<file path="config.mk">
export PLATFORM = sky130hd
export DESIGN_NAME = distance_vector_route_update
export DESIGN_NICKNAME = d
export VERILOG_FILES = /design/src/dvru_pkg.sv /design/src/dvru_ram.sv /design/src/dvru_engine.sv /design/src/distance_vector_route_update.sv
export SDC_FILE = /design/constraint.sdc
export NUM_CORES = 2
export LEC_CHECK = 0
export BUFFER_PORTS_ARGS = -buffer_cell sky130_fd_sc_hd__buf_2
export CAP_MARGIN = 0
export CELL_PAD_IN_SITES_DETAIL_PLACEMENT = 1
export CELL_PAD_IN_SITES_GLOBAL_PLACEMENT = 2
export CORE_MARGIN = 4
export CORE_UTILIZATION = 51
export DETAILED_ROUTE_END_ITERATION = 10
export GPL_ROUTABILITY_DRIVEN = 0
export GPL_TIMING_DRIVEN = 0
export PLACE_DENSITY_LB_ADDON = 0.1
export SETUP_SLACK_MARGIN = 0.02
export SLEW_MARGIN = 20
export SYNTH_ARGS = -nofsm -noshare
export SYNTH_HDL_FRONTEND = slang
export SYNTH_SLANG_ARGS = --single-unit
export TNS_END_PERCENT = 20
</file>
<file path="constraint.sdc">
create_clock -name clock -period 18 [get_ports clock]
set_clock_uncertainty 0.1 [all_clocks]
set_input_delay 0.9 -clock clock [delete_from_list [all_inputs] [get_ports clock]]
set_output_delay 0.9 -clock clock [all_outputs]
set_load 0.03 [all_outputs]
</file>
<file path="src/dvru_pkg.sv">
// Shared constants and types of the distance-vector route update block.
package dvru_pkg;

   localparam int NODE_LIMIT_DEFAULT = 8;
   localparam int COST_WIDTH_DEFAULT = 16;
   localparam int RESULT_LIMIT       = 63;
   localparam int COUNT_WIDTH        = 6;
   localparam int CSR_INDEX_WIDTH    = 1;
   localparam int CSR_DATA_WIDTH     = 4;

   localparam logic OP_LINK   = 1'b0;
   localparam logic OP_VECTOR = 1'b1;

   localparam logic KIND_ROUTE = 1'b0;
   localparam logic KIND_ADV   = 1'b1;

   localparam logic [CSR_INDEX_WIDTH-1:0] CSR_SELF_NODE  = 1'b0;
   localparam logic [CSR_INDEX_WIDTH-1:0] CSR_NODE_COUNT = 1'b1;

   localparam logic [3:0] VIA_NONE = 4'hF;

   typedef struct packed {
      logic       kind;
      logic [2:0] dest;
      logic [3:0] via;
      logic [2:0] target;
      logic       last;
   } rsp_meta_type;

endpackage

</file>
<file path="src/dvru_ram.sv">
// Generic simple dual-port RAM with a registered read.
module dvru_ram #(
   parameter int WIDTH = 16,
   parameter int DEPTH = 64
) (
   input  logic                     clock,
   input  logic                     wr_en,
   input  logic [$clog2(DEPTH)-1:0] wr_addr,
   input  logic [WIDTH-1:0]         wr_data,
   input  logic [$clog2(DEPTH)-1:0] rd_addr,
   output logic [WIDTH-1:0]         rd_data
);
   logic [WIDTH-1:0] mem_ff [DEPTH];
   logic [WIDTH-1:0] rd_data_ff;

   always_ff @(posedge clock) begin
      if (wr_en) begin
         mem_ff[wr_addr] <= wr_data;
      end
      rd_data_ff <= mem_ff[rd_addr];
   end

   assign rd_data = rd_data_ff;
endmodule

</file>
<file path="src/dvru_engine.sv">
// Sequencer: item handling, Bellman-Ford scan, advertisement and result ordering.
module dvru_engine #(
   parameter int NODE_LIMIT = 8,
   parameter int COST_WIDTH = 16,
   parameter int NW         = $clog2(NODE_LIMIT),
   parameter int AW         = $clog2(NODE_LIMIT * NODE_LIMIT)
) (
   input  logic                    clock,
   input  logic                    reset,
   input  logic                    req_fire,
   input  logic                    req_operation,
   input  logic [2:0]              req_peer_node,
   input  logic [2:0]              req_entry_index,
   input  logic [COST_WIDTH-1:0]   req_cost_value,
   input  logic                    req_last_entry,
   input  logic [NW-1:0]           me,
   input  logic [NW:0]             n,
   output logic                    busy,
   output logic                    ram_wr_en,
   output logic [AW-1:0]           ram_wr_addr,
   output logic [COST_WIDTH-1:0]   ram_wr_data,
   output logic [AW-1:0]           ram_rd_addr,
   input  logic [COST_WIDTH-1:0]   ram_rd_data,
   input  logic                    out_free,
   output logic                    emit_valid,
   output dvru_pkg::rsp_meta_type  emit_meta,
   output logic [COST_WIDTH-1:0]   emit_cost
);
   import dvru_pkg::*;

   localparam logic [COST_WIDTH-1:0] INF = {COST_WIDTH{1'b1}};

   localparam logic [3:0] S_CLEAR    = 4'd0;
   localparam logic [3:0] S_IDLE     = 4'd1;
   localparam logic [3:0] S_PREV_RD  = 4'd2;
   localparam logic [3:0] S_PREV_WR  = 4'd3;
   localparam logic [3:0] S_D_NEXT   = 4'd4;
   localparam logic [3:0] S_H_RD     = 4'd5;
   localparam logic [3:0] S_H_CMP    = 4'd6;
   localparam logic [3:0] S_STALE_RD = 4'd7;
   localparam logic [3:0] S_OLD_RD   = 4'd8;
   localparam logic [3:0] S_DEC      = 4'd9;
   localparam logic [3:0] S_ADV_H    = 4'd10;
   localparam logic [3:0] S_ADV_RD   = 4'd11;
   localparam logic [3:0] S_ADV_EM   = 4'd12;
   localparam logic [3:0] S_FLUSH    = 4'd13;

   function automatic logic [AW-1:0] cell_addr(input logic [NW-1:0] r, input logic [NW-1:0] c);
      return AW'(AW'(r) * AW'(NODE_LIMIT) + AW'(c));
   endfunction

   logic [3:0]            state_ff, state_in;
   logic                  op_ff, op_in;
   logic [NW-1:0]         peer_ff, peer_in;
   logic [NW-1:0]         entry_ff, entry_in;
   logic [COST_WIDTH-1:0] cost_ff, cost_in;
   logic                  last_ff, last_in;
   logic [COST_WIDTH-1:0] prev_ff, prev_in;
   logic [NW:0]           d_ff, d_in;
   logic [NW:0]           h_ff, h_in;
   logic [NW:0]           i_ff, i_in;
   logic [COST_WIDTH-1:0] best_ff, best_in;
   logic                  via_valid_ff, via_valid_in;
   logic [NW-1:0]         via_ff, via_in;
   logic                  stale_chk_ff, stale_chk_in;
   logic                  stale_ff, stale_in;
   logic                  changed_ff, changed_in;
   logic [COUNT_WIDTH-1:0] cnt_ff, cnt_in;
   logic                  pend_valid_ff, pend_valid_in;
   rsp_meta_type          pend_meta_ff, pend_meta_in;
   logic [COST_WIDTH-1:0] pend_cost_ff, pend_cost_in;
   logic [NW-1:0]         clr_r_ff, clr_r_in;
   logic [NW-1:0]         clr_c_ff, clr_c_in;

   logic [COST_WIDTH-1:0] link_ff [NODE_LIMIT];
   logic                  nh_valid_ff [NODE_LIMIT];
   logic [NW-1:0]         nh_idx_ff [NODE_LIMIT];

   logic                  link_we, nh_we;
   logic [NW-1:0]         nh_rd_idx;
   logic                  nh_rd_valid;
   logic [NW-1:0]         nh_rd_node;
   logic [COST_WIDTH:0]   sum;
   logic [COST_WIDTH-1:0] cand;
   logic                  h_live;
   logic                  emit_ok;
   logic                  produce;
   rsp_meta_type          new_meta;
   logic [COST_WIDTH-1:0] fresh_cost;
   logic [COST_WIDTH-1:0] old_cost;
   logic                  poison;

   assign nh_rd_idx   = (state_ff == S_ADV_EM) ? i_ff[NW-1:0] : via_ff;
   assign nh_rd_valid = nh_valid_ff[nh_rd_idx];
   assign nh_rd_node  = nh_idx_ff[nh_rd_idx];
   assign h_live      = (link_ff[h_ff[NW-1:0]] != INF) && (h_ff[NW-1:0] != me);
   assign sum         = {1'b0, link_ff[h_ff[NW-1:0]]} + {1'b0, ram_rd_data};
   assign cand        = sum[COST_WIDTH] ? INF : sum[COST_WIDTH-1:0];
   assign old_cost    = (d_ff[NW-1:0] == peer_ff) ? prev_ff : ram_rd_data;
   assign poison      = nh_rd_valid && (nh_rd_node == h_ff[NW-1:0]);
   // A new result pushes the held one out, so it needs a free output slot.
   assign emit_ok     = (int'(cnt_ff) >= RESULT_LIMIT) || !pend_valid_ff || out_free;
   assign busy        = (state_ff != S_IDLE);

   always_comb begin
      state_in      = state_ff;
      op_in         = op_ff;
      peer_in       = peer_ff;
      entry_in      = entry_ff;
      cost_in       = cost_ff;
      last_in       = last_ff;
      prev_in       = prev_ff;
      d_in          = d_ff;
      h_in          = h_ff;
      i_in          = i_ff;
      best_in       = best_ff;
      via_valid_in  = via_valid_ff;
      via_in        = via_ff;
      stale_chk_in  = stale_chk_ff;
      stale_in      = stale_ff;
      changed_in    = changed_ff;
      cnt_in        = cnt_ff;
      pend_valid_in = pend_valid_ff;
      pend_meta_in  = pend_meta_ff;
      pend_cost_in  = pend_cost_ff;
      clr_r_in      = clr_r_ff;
      clr_c_in      = clr_c_ff;
      link_we       = 1'b0;
      nh_we         = 1'b0;
      ram_wr_en     = 1'b0;
      ram_wr_addr   = cell_addr(me, d_ff[NW-1:0]);
      ram_wr_data   = best_ff;
      ram_rd_addr   = cell_addr(me, d_ff[NW-1:0]);
      emit_valid    = 1'b0;
      emit_meta     = pend_meta_ff;
      emit_cost     = pend_cost_ff;
      produce       = 1'b0;
      new_meta      = '0;
      fresh_cost    = best_ff;

      case (state_ff)
         S_CLEAR: begin
            ram_wr_en   = 1'b1;
            ram_wr_addr = cell_addr(clr_r_ff, clr_c_ff);
            ram_wr_data = (clr_r_ff == clr_c_ff) ? '0 : INF;
            if (int'(clr_c_ff) == NODE_LIMIT - 1) begin
               clr_c_in = '0;
               clr_r_in = clr_r_ff + 1'b1;
               if (int'(clr_r_ff) == NODE_LIMIT - 1) begin
                  state_in = S_IDLE;
               end
            end else begin
               clr_c_in = clr_c_ff + 1'b1;
            end
         end
         S_IDLE: begin
            if (req_fire) begin
               op_in         = req_operation;
               peer_in       = NW'(req_peer_node);
               entry_in      = NW'(req_entry_index);
               cost_in       = req_cost_value;
               last_in       = req_last_entry;
               cnt_in        = '0;
               changed_in    = 1'b0;
               pend_valid_in = 1'b0;
               // Items naming a node outside the table are dropped silently.
               if (!(int'(req_peer_node) >= NODE_LIMIT) &&
                   !(req_operation == OP_VECTOR && int'(req_entry_index) >= NODE_LIMIT)) begin
                  state_in = S_PREV_RD;
               end
            end
         end
         S_PREV_RD: begin
            ram_rd_addr = cell_addr(me, peer_ff);
            state_in    = S_PREV_WR;
         end
         S_PREV_WR: begin
            prev_in   = ram_rd_data;
            ram_wr_en = 1'b1;
            ram_wr_data = cost_ff;
            if (op_ff == OP_LINK) begin
               link_we     = 1'b1;
               ram_wr_addr = cell_addr(me, peer_ff);
            end else begin
               ram_wr_addr = cell_addr(peer_ff, entry_ff);
            end
            d_in     = '0;
            state_in = (op_ff == OP_LINK || last_ff) ? S_D_NEXT : S_FLUSH;
         end
         S_D_NEXT: begin
            if (d_ff >= n) begin
               h_in     = '0;
               state_in = changed_ff ? S_ADV_H : S_FLUSH;
            end else if (d_ff[NW-1:0] == me) begin
               d_in = d_ff + 1'b1;
            end else begin
               best_in      = INF;
               via_valid_in = 1'b0;
               h_in         = '0;
               state_in     = S_H_RD;
            end
         end
         S_H_RD: begin
            ram_rd_addr = cell_addr(h_ff[NW-1:0], d_ff[NW-1:0]);
            if (h_ff >= n) begin
               state_in = S_STALE_RD;
            end else if (h_live) begin
               state_in = S_H_CMP;
            end else begin
               h_in = h_ff + 1'b1;
            end
         end
         S_H_CMP: begin
            if (cand < best_ff) begin
               best_in      = cand;
               via_valid_in = 1'b1;
               via_in       = h_ff[NW-1:0];
            end
            h_in     = h_ff + 1'b1;
            state_in = S_H_RD;
         end
         S_STALE_RD: begin
            ram_rd_addr  = cell_addr(me, nh_rd_node);
            stale_chk_in = via_valid_ff && nh_rd_valid;
            state_in     = S_OLD_RD;
         end
         S_OLD_RD: begin
            stale_in = stale_chk_ff && (ram_rd_data == INF);
            state_in = S_DEC;
         end
         S_DEC: begin
            if (old_cost != best_ff || stale_ff) begin
               if (emit_ok) begin
                  ram_wr_en       = 1'b1;
                  nh_we           = 1'b1;
                  produce         = 1'b1;
                  new_meta.kind   = KIND_ROUTE;
                  new_meta.dest   = 3'(d_ff);
                  new_meta.via    = via_valid_ff ? 4'(via_ff) : VIA_NONE;
                  fresh_cost      = best_ff;
                  changed_in      = 1'b1;
                  d_in            = d_ff + 1'b1;
                  state_in        = S_D_NEXT;
               end
            end else begin
               d_in     = d_ff + 1'b1;
               state_in = S_D_NEXT;
            end
         end
         S_ADV_H: begin
            if (h_ff >= n) begin
               state_in = S_FLUSH;
            end else if (h_live) begin
               i_in     = '0;
               state_in = S_ADV_RD;
            end else begin
               h_in = h_ff + 1'b1;
            end
         end
         S_ADV_RD: begin
            ram_rd_addr = cell_addr(me, i_ff[NW-1:0]);
            if (i_ff >= n) begin
               h_in     = h_ff + 1'b1;
               state_in = S_ADV_H;
            end else begin
               state_in = S_ADV_EM;
            end
         end
         S_ADV_EM: begin
            ram_rd_addr = cell_addr(me, i_ff[NW-1:0]);
            if (emit_ok) begin
               produce         = 1'b1;
               new_meta.kind   = KIND_ADV;
               new_meta.dest   = 3'(i_ff);
               new_meta.target = 3'(h_ff);
               fresh_cost      = poison ? INF : ram_rd_data;
               i_in            = i_ff + 1'b1;
               state_in        = S_ADV_RD;
            end
         end
         S_FLUSH: begin
            if (!pend_valid_ff) begin
               state_in = S_IDLE;
            end else if (out_free) begin
               emit_valid     = 1'b1;
               emit_meta.last = 1'b1;
               pend_valid_in  = 1'b0;
               state_in       = S_IDLE;
            end
         end
         default: begin
            state_in = S_IDLE;
         end
      endcase

      // The newest result is held back one step so that the final one can be flagged.
      if (produce && int'(cnt_ff) < RESULT_LIMIT) begin
         emit_valid    = pend_valid_ff;
         pend_valid_in = 1'b1;
         pend_meta_in  = new_meta;
         pend_cost_in  = fresh_cost;
         cnt_in        = cnt_ff + 1'b1;
      end
   end

   always_ff @(posedge clock) begin
      if (reset) begin
         state_ff      <= S_CLEAR;
         clr_r_ff      <= '0;
         clr_c_ff      <= '0;
         pend_valid_ff <= 1'b0;
         changed_ff    <= 1'b0;
         cnt_ff        <= '0;
      end else begin
         state_ff      <= state_in;
         clr_r_ff      <= clr_r_in;
         clr_c_ff      <= clr_c_in;
         pend_valid_ff <= pend_valid_in;
         changed_ff    <= changed_in;
         cnt_ff        <= cnt_in;
      end
      op_ff        <= op_in;
      peer_ff      <= peer_in;
      entry_ff     <= entry_in;
      cost_ff      <= cost_in;
      last_ff      <= last_in;
      prev_ff      <= prev_in;
      d_ff         <= d_in;
      h_ff         <= h_in;
      i_ff         <= i_in;
      best_ff      <= best_in;
      via_valid_ff <= via_valid_in;
      via_ff       <= via_in;
      stale_chk_ff <= stale_chk_in;
      stale_ff     <= stale_in;
      pend_meta_ff <= pend_meta_in;
      pend_cost_ff <= pend_cost_in;
   end

   always_ff @(posedge clock) begin
      if (reset) begin
         for (int k = 0; k < NODE_LIMIT; k++) begin
            link_ff[k]     <= INF;
            nh_valid_ff[k] <= 1'b0;
            nh_idx_ff[k]   <= '0;
         end
      end else begin
         if (link_we) begin
            link_ff[peer_ff] <= cost_ff;
         end
         if (nh_we) begin
            nh_valid_ff[d_ff[NW-1:0]] <= via_valid_ff;
            nh_idx_ff[d_ff[NW-1:0]]   <= via_ff;
         end
      end
   end
endmodule

</file>
<file path="src/distance_vector_route_update.sv">
// Top level of the distance-vector route update block.
// Each item is handled on its own: no new item is taken until the block is done with the
// last. A plain vector entry only stores its cost. A link change or a final vector entry
// starts a recomputation paced by the single read port of the cost matrix memory: for each
// destination other than this router every node in use is read and every live neighbour is
// compared, then the next hop is checked for a stale route and the entry updated if needed.
// If any route changed, each live neighbour then receives its advertisement, one read and one
// result per entry; the result side can stall any of this. After reset the cost matrix is
// cleared, during which req_stall is high. Results leave through an output register, and the
// last result of an item carries last_result.
module distance_vector_route_update #(
   parameter int NODE_LIMIT = dvru_pkg::NODE_LIMIT_DEFAULT,
   parameter int COST_WIDTH = dvru_pkg::COST_WIDTH_DEFAULT
) (
   input  logic                                  clock,
   input  logic                                  reset,
   input  logic                                  req_valid,
   output logic                                  req_stall,
   input  logic                                  req_operation,
   input  logic [2:0]                            req_peer_node,
   input  logic [2:0]                            req_entry_index,
   input  logic [COST_WIDTH-1:0]                 req_cost_value,
   input  logic                                  req_last_entry,
   output logic                                  rsp_valid,
   input  logic                                  rsp_stall,
   output logic                                  rsp_result_kind,
   output logic [2:0]                            rsp_dest_node,
   output logic signed [3:0]                     rsp_via_node,
   output logic [COST_WIDTH-1:0]                 rsp_route_cost,
   output logic [2:0]                            rsp_target_neighbour,
   output logic                                  rsp_last_result,
   input  logic                                  csr_valid,
   output logic                                  csr_ready,
   input  logic [dvru_pkg::CSR_INDEX_WIDTH-1:0]  csr_index,
   input  logic [dvru_pkg::CSR_DATA_WIDTH-1:0]   csr_data
);
   import dvru_pkg::*;

   localparam int NW = $clog2(NODE_LIMIT);
   localparam int AW = $clog2(NODE_LIMIT * NODE_LIMIT);

   logic [2:0]            self_ff;
   logic [3:0]            count_ff;
   logic [NW-1:0]         me;
   logic [NW:0]           n;
   logic                  busy;
   logic                  ram_wr_en;
   logic [AW-1:0]         ram_wr_addr, ram_rd_addr;
   logic [COST_WIDTH-1:0] ram_wr_data, ram_rd_data;
   logic                  out_free;
   logic                  emit_valid;
   rsp_meta_type          emit_meta;
   logic [COST_WIDTH-1:0] emit_cost;
   logic                  rsp_valid_ff;
   rsp_meta_type          rsp_meta_ff;
   logic [COST_WIDTH-1:0] rsp_cost_ff;

   assign csr_ready = 1'b1;

   always_ff @(posedge clock) begin
      if (reset) begin
         self_ff  <= 3'd0;
         count_ff <= 4'd8;
      end else if (csr_valid && csr_ready) begin
         case (csr_index)
            CSR_SELF_NODE:  self_ff  <= csr_data[2:0];
            CSR_NODE_COUNT: count_ff <= csr_data[3:0];
            default: ;
         endcase
      end
   end

   assign me = (int'(self_ff) < NODE_LIMIT) ? NW'(self_ff) : NW'(NODE_LIMIT - 1);
   assign n  = (count_ff == 4'd0)             ? (NW+1)'(1) :
               (int'(count_ff) > NODE_LIMIT)  ? (NW+1)'(NODE_LIMIT) : (NW+1)'(count_ff);

   assign req_stall = busy;
   assign out_free  = !rsp_valid_ff || !rsp_stall;

   dvru_ram #(
      .WIDTH(COST_WIDTH),
      .DEPTH(NODE_LIMIT * NODE_LIMIT)
   ) u_cost_ram (
      .clock   (clock),
      .wr_en   (ram_wr_en),
      .wr_addr (ram_wr_addr),
      .wr_data (ram_wr_data),
      .rd_addr (ram_rd_addr),
      .rd_data (ram_rd_data)
   );

   dvru_engine #(
      .NODE_LIMIT(NODE_LIMIT),
      .COST_WIDTH(COST_WIDTH)
   ) u_engine (
      .clock           (clock),
      .reset           (reset),
      .req_fire        (req_valid && !req_stall),
      .req_operation   (req_operation),
      .req_peer_node   (req_peer_node),
      .req_entry_index (req_entry_index),
      .req_cost_value  (req_cost_value),
      .req_last_entry  (req_last_entry),
      .me              (me),
      .n               (n),
      .busy            (busy),
      .ram_wr_en       (ram_wr_en),
      .ram_wr_addr     (ram_wr_addr),
      .ram_wr_data     (ram_wr_data),
      .ram_rd_addr     (ram_rd_addr),
      .ram_rd_data     (ram_rd_data),
      .out_free        (out_free),
      .emit_valid      (emit_valid),
      .emit_meta       (emit_meta),
      .emit_cost       (emit_cost)
   );

   always_ff @(posedge clock) begin
      if (reset) begin
         rsp_valid_ff <= 1'b0;
      end else if (emit_valid) begin
         rsp_valid_ff <= 1'b1;
      end else if (!rsp_stall) begin
         rsp_valid_ff <= 1'b0;
      end
      if (emit_valid) begin
         rsp_meta_ff <= emit_meta;
         rsp_cost_ff <= emit_cost;
      end
   end

   assign rsp_valid            = rsp_valid_ff;
   assign rsp_result_kind      = rsp_meta_ff.kind;
   assign rsp_dest_node        = rsp_meta_ff.dest;
   assign rsp_via_node         = rsp_meta_ff.via;
   assign rsp_route_cost       = rsp_cost_ff;
   assign rsp_target_neighbour = rsp_meta_ff.target;
   assign rsp_last_result      = rsp_meta_ff.last;
endmodule

</file>
* Word level (Yosys, flattened, before mapping)
Memory sizes are Yosys's and may differ from the RTL's. A register that Yosys moved wholly into a read port is not among the register bits.
Index checks and enable logic that the tools add are counted.
** Operators by class
- Reductions and logical operators :: 46
- Eq/ne operators :: 46
- Magnitude comparators :: 7
- Bitwise gates (word level) :: 2
- $mul :: 0
- Shift-type cells :: 0
- Add/subtract/negate cells :: 14
- Muxes and demuxes :: 104
- Div/mod/pow operators :: 0
** Operator list (count)
- $mux 16 :: 10
- $mux 4 :: 31
- $pmux 16 s2 :: 2
- $pmux 4 s14 :: 1
- $add 6x3->6 :: 7
- $mux 1 :: 34
- $mux 3 :: 9
- $eq 4x4->1 const B :: 6
- $mux 6 :: 4
- $pmux 6 s4 :: 1
- $ne 2x1->1 const B :: 11
- $add 16x16->17 :: 1
- $eq 16x16->1 const B :: 1
- $eq 4x3->1 const B :: 4
- $lt 16x16->1 :: 1
- $ne 16x16->1 :: 1
- $ne 16x16->1 const B :: 1
- $pmux 4 s2 :: 2
- $pmux 4 s4 :: 1
- $reduce_and 2->1 :: 8
- $reduce_and 4->1 :: 4
- $reduce_or 16->1 :: 1
- $add 4x1->4 const B :: 3
- $eq 3x3->1 :: 4
- 33 further kinds :: 71
** Word-level totals
- Bits in registers :: 155
- Bits in latches :: 0
- ROM bits :: 0
- Input port bits :: 34
- Memory bits (writable) :: 1184
- Output and inout bits :: 31
- Word-level logic and storage cells :: 257
- Memories kept :: 4
** Memories
- u_cost_ram.mem_ff :: words 64, bits a word 16, read ports 1, clocked after memory_dff 1, wr ports 1, RTL line dvru_ram.sv:13 : logic [WIDTH-1:0] mem_ff [DEPTH];
- u_engine.link_ff :: words 8, bits a word 16, read ports 1, clocked after memory_dff 1, wr ports 8, RTL line dvru_engine.sv:75 : logic [COST_WIDTH-1:0] link_ff [NODE_LIMIT];
- u_engine.nh_idx_ff :: words 8, bits a word 3, read ports 1, clocked after memory_dff 0, wr ports 8, RTL line dvru_engine.sv:77 : logic [NW-1:0] nh_idx_ff [NODE_LIMIT];
- u_engine.nh_valid_ff :: words 8, bits a word 1, read ports 1, clocked after memory_dff 0, wr ports 8, RTL line dvru_engine.sv:76 : logic nh_valid_ff [NODE_LIMIT];

* Longest topological paths before layout
- Depth after elaboration :: 11
- Mapped depth :: 27
- Depth with buffers taken out :: 24

* Cells and area by module
Synthesis repeated with hierarchy kept, for this count alone.
** Second synthesis, totals
- Cell total of the unflattened synthesis :: 3149
- Area total of the unflattened synthesis :: 56405.3 um2
** By module, submodules not included
- dvru_ram :: seq. area each 31069.8 um2, area an instance 40042.2 um2, cells each 1829, instances 1
- dvru_engine :: seq. area each 8257.9 um2, area an instance 15138.3 um2, cells each 1251, instances 1
- distance_vector_route_update :: seq. area each 1001.0 um2, area an instance 1224.9 um2, cells each 69, instances 1

* Worst setup path before layout
No wires, ideal clock.
- Path type :: flip-flop to flip-flop
- From :: register (tool-made name)
- To :: register u_engine.best_ff[0], enable pin
- Setup time :: 418 ps
- Required time :: 17482 ps
- Arrival time :: 6703 ps
- Setup slack :: 10780 ps
- Clock period less this slack :: 7220 ps
- Path buffers :: 3
- Cell stages (with the launch flop) :: 28
- Cells stage by stage :: dfxtp_1 > buf_2 > buf_2 > mux4_2 > mux2_2 > ha_1 > fa_1 > a21o_1 > a21oi_1 > o21ai_0 > a31oi_1 > o21ai_0 > a41o_1 > o21a_1 > nor2_1 > clkbuf_1 > nand2_1 > ha_1 > a21oi_1 > nor2b_1 > o21ai_0 > nand2b_1 > a21oi_1 > nor2b_1 > o21ai_0 > nand2b_1 > a211o_1 > a211oi_1
** RTL lines
- to (signal assigned) :: RTL line dvru_engine.sv:331 : best_ff <= best_in;
- to (decl) :: RTL line dvru_engine.sv:62 : logic [COST_WIDTH-1:0] best_ff, best_in;

==> results.toml <==
[synthesis]
ys_ff_latch = 1358
ys.flop_type = "edfxtp_1"
syn_area_sq_um = 55990
yosysSeqAreaShare = 0.7202
synthCells = 3591
yosysWarnings = 0
synthTopCellsByArea = "edfxtp_1 (70%), mux4_2 (6.0%), nand2_1 (3.0%), mux2i_1 (2.7%), nand3_1 (2.5%)"
synth_cell_types = 75
synth-edff-count = 1313
synth_top_area_share = 0.7041
synthArstFlopShare = 0
synth_nets = 3677
yosys.area.top_type = "edfxtp_1"
avgSynthCellArea_sq_um = 15.59

[worst_setup_path]
critical_path_required_ns = 18.26
cp_slowest_stage_delay_ns = 0.81
cp_max_fo = 10
start_kind = "register"
crit_family = "compound AO/OA/AOI/OAI gates"
crit_buf_inv = 2
cpMostUsedCell = "o21ai_0"
path_class = "reg2reg"
cpMaxStageDelayCell = "nor4_1"
cp.arrival_ns = 8.56
endpoint_kind = "register"

[timing]
min_period_ns = 8.299
rsz0062_at_grt = "false"
slew_violations = 0
max_freq_mhz = 120.5
hold_violations = 0
relSlewSlack = 0.1889
setup_viol = 0
worst-slew-pin-transition_ns = 1.212
tns_ns = 0
hold_ws_ns = 0.2234
fin_crit_sh = 0.4611

[global_routing]
gr-total-overflow = 0
grt_pass1_wl_um = 245900
grt_max_degree = 65
antenna_found_initial = 2
first_global_vias = 35160
grtUsageTotal = 0.2936

[drt]
routed-wl-met2_um = 81670
wl_met1_um = 68260
routed_wl_um = 169000
drc = 0
top_layer = "met4"
met3WireLength_um = 11880
wire_per_inst_um = 31.39
vias_per_cell = 6.285
firstDrtPassIters = 6
drtAntennaViolNets = 0
drt_iter0_markers = 3602
num_vias = 33830

[clock_tree]
cts-resized-gates = 0
ctsRootBufferMaster = "clkbuf_16"
cts_buffers = 144
clockBufferDepth = 3
cts.htree.levels = 4
cts_tree = "built"
clk_pin_slew_ns = 0.06
clk_latency_ns = 0.75
cts_hold_buf = 0
cts_setup_buffers = 0
cts_sinks = 1358

[power]
leakagePower_nw = 20.53
p_per_area_nw_per_um2 = 143.4
vdd_drop_max_uv = 183.9

[worst_hold_path]
hold_class = "in2reg"
hold_start = "req_cost_value[6]"

[layout]
fin_area_sq_um = 63750
final_common_cell = "edfxtp_1"
final_layout_size_suffix_gt1_frac = 0.1961
register_area_sq_um = 40330
syn2layout_area_growth_pct = 13.86
multi_input_area_sq_um = 15020
layout_common_cells = "edfxtp_1 (1,313), nand2_1 (429), nand3_1 (282)"
final_net_count = 3945
nFillCells = 10010

[floorplanning]
start_util = 0.5137
die_x_um = 339.4
design.die.area_sq_um = 115200
core_sq_um = 109000
dieHeight_um = 339.4
rows = 121
io_pins = 65

[place]
dp_hpwl_um = 118100
post_dp_cell_area_sq_um = 59360
io_buffer_count = 62

[run]
maxCapViolCount = 0

[status]
status = "complete, no violations"
==> cell usage after synthesis, types with 5 or more instances <==
| master | number |
|---|---|
| a2111oi_1 | 9 |
| a2111oi_2 | 5 |
| a211oi_1 | 47 |
| a21o_1 | 7 |
| a21oi_1 | 86 |
| a221oi_1 | 6 |
| a22o_1 | 17 |
| a22oi_1 | 31 |
| a31oi_1 | 12 |
| a32oi_1 | 8 |
| and2_1 | 44 |
| and3_1 | 25 |
| buf_1 | 22 |
| buf_2 | 44 |
| buf_4 | 14 |
| buf_6 | 14 |
| clkbuf_1 | 101 |
| dfxtp_1 | 45 |
| edfxtp_1 | 1313 |
| ha_1 | 51 |
| inv_1 | 33 |
| mux2_2 | 21 |
| mux2i_1 | 152 |
| mux4_2 | 148 |
| nand2_1 | 445 |
| nand2b_1 | 50 |
| nand3_1 | 282 |
| nand4_1 | 21 |
| nor2_1 | 143 |
| nor2b_1 | 17 |
| nor3_1 | 16 |
| nor4_1 | 13 |
| o21ai_0 | 29 |
| o22ai_1 | 61 |
| o31ai_1 | 5 |
| or2_2 | 123 |
| or3_1 | 8 |
| xnor2_1 | 39 |
| xor2_1 | 14 |
==> through the flow <==
step | total power, mW | util | setup WS [ns] | instances
after global routing | 9.436 | 0.5848 | 9.282 | 5382
after detailed placement | 6.381 | 0.5446 | 9.823 | 5127
after global placement | 6.153 | 0.5328 | 8.547 | 5067
final | 9.142 | 0.5849 | 9.701 | 5383
after CTS | 9.157 | 0.5848 | 9.786 | 5382
after floorplan | 5.323 | - | 10.78 | 3591
==> kinds of logic after synthesis <==
family,count (synthesis),share of synthesized area
buffers and inverters,230,0.01922
adders and majority gates,52,0.01175
other,1,0.00006697
DFF,1358,0.7202
AOI/OAI and AO/OA,364,0.04496
and+or+nand+nor,1208,0.1030
xor gates and xnor gates,53,0.008290
muxes,325,0.09253
==> final timing paths <==
check	end	slack, ns	cells after the start
max	u_engine.via_ff[2]	9.70	26
min	u_engine.cost_ff[6]	0.22	1
max reg2reg	u_engine.via_ff[2]	9.70	26
min reg2reg	rsp_target_neighbour[2]	0.32	0
==> sequential cells by signal, indices dropped and copies added (netlist names), 4 cells and up, named ones only <==
name and count:
u_engine.nh_valid_ff 8, rsp_route_cost 16, u_engine.best_ff 16, u_engine.emit_meta 11, rsp_via_node 4, u_engine.cost_ff 16
u_engine.prev_ff 16, u_engine.nh_idx_ff 24, u_cost_ram.mem_ff 1024, count_ff 4, u_engine.h_ff 4, u_engine.link_ff 128
u_engine.cnt_ff 6, u_engine.emit_cost 16, u_engine.i_ff 4, u_cost_ram.rd_data 16, u_engine.state_ff 4, u_engine.d_ff 4
==> layer usage <==
| metal | track usage | up-vias |
|---|---|---|
| li1 | - | 14370 |
| met1 | 0.3990 | 17630 |
| met2 | 0.4795 | 1508 |
| met3 | 0.04807 | 324 |
| met4 | 0.1157 | 0 |
| met5 | 0 | - |
==> area by class of cell <==
cell class | count | share of cell area
clock inverter | 81 | 0.009577
inverter | 35 | 0.002061
sequential | 1358 | 0.6326
multi-input combinational | 2003 | 0.2356
tap | 1414 | 0.02775
clock buffer | 174 | 0.05929
timing repair buffer | 122 | 0.01831
buffer | 195 | 0.01484
antenna | 1 | 0.00003925
==> report_power, final <==
part	switching (mW)	internal (mW)
Clock	1.22	1.58
Combinational	1.51	0.372
Sequential	0.0747	4.39
Total	2.80	6.34
(Power assumes the default switching activity.)
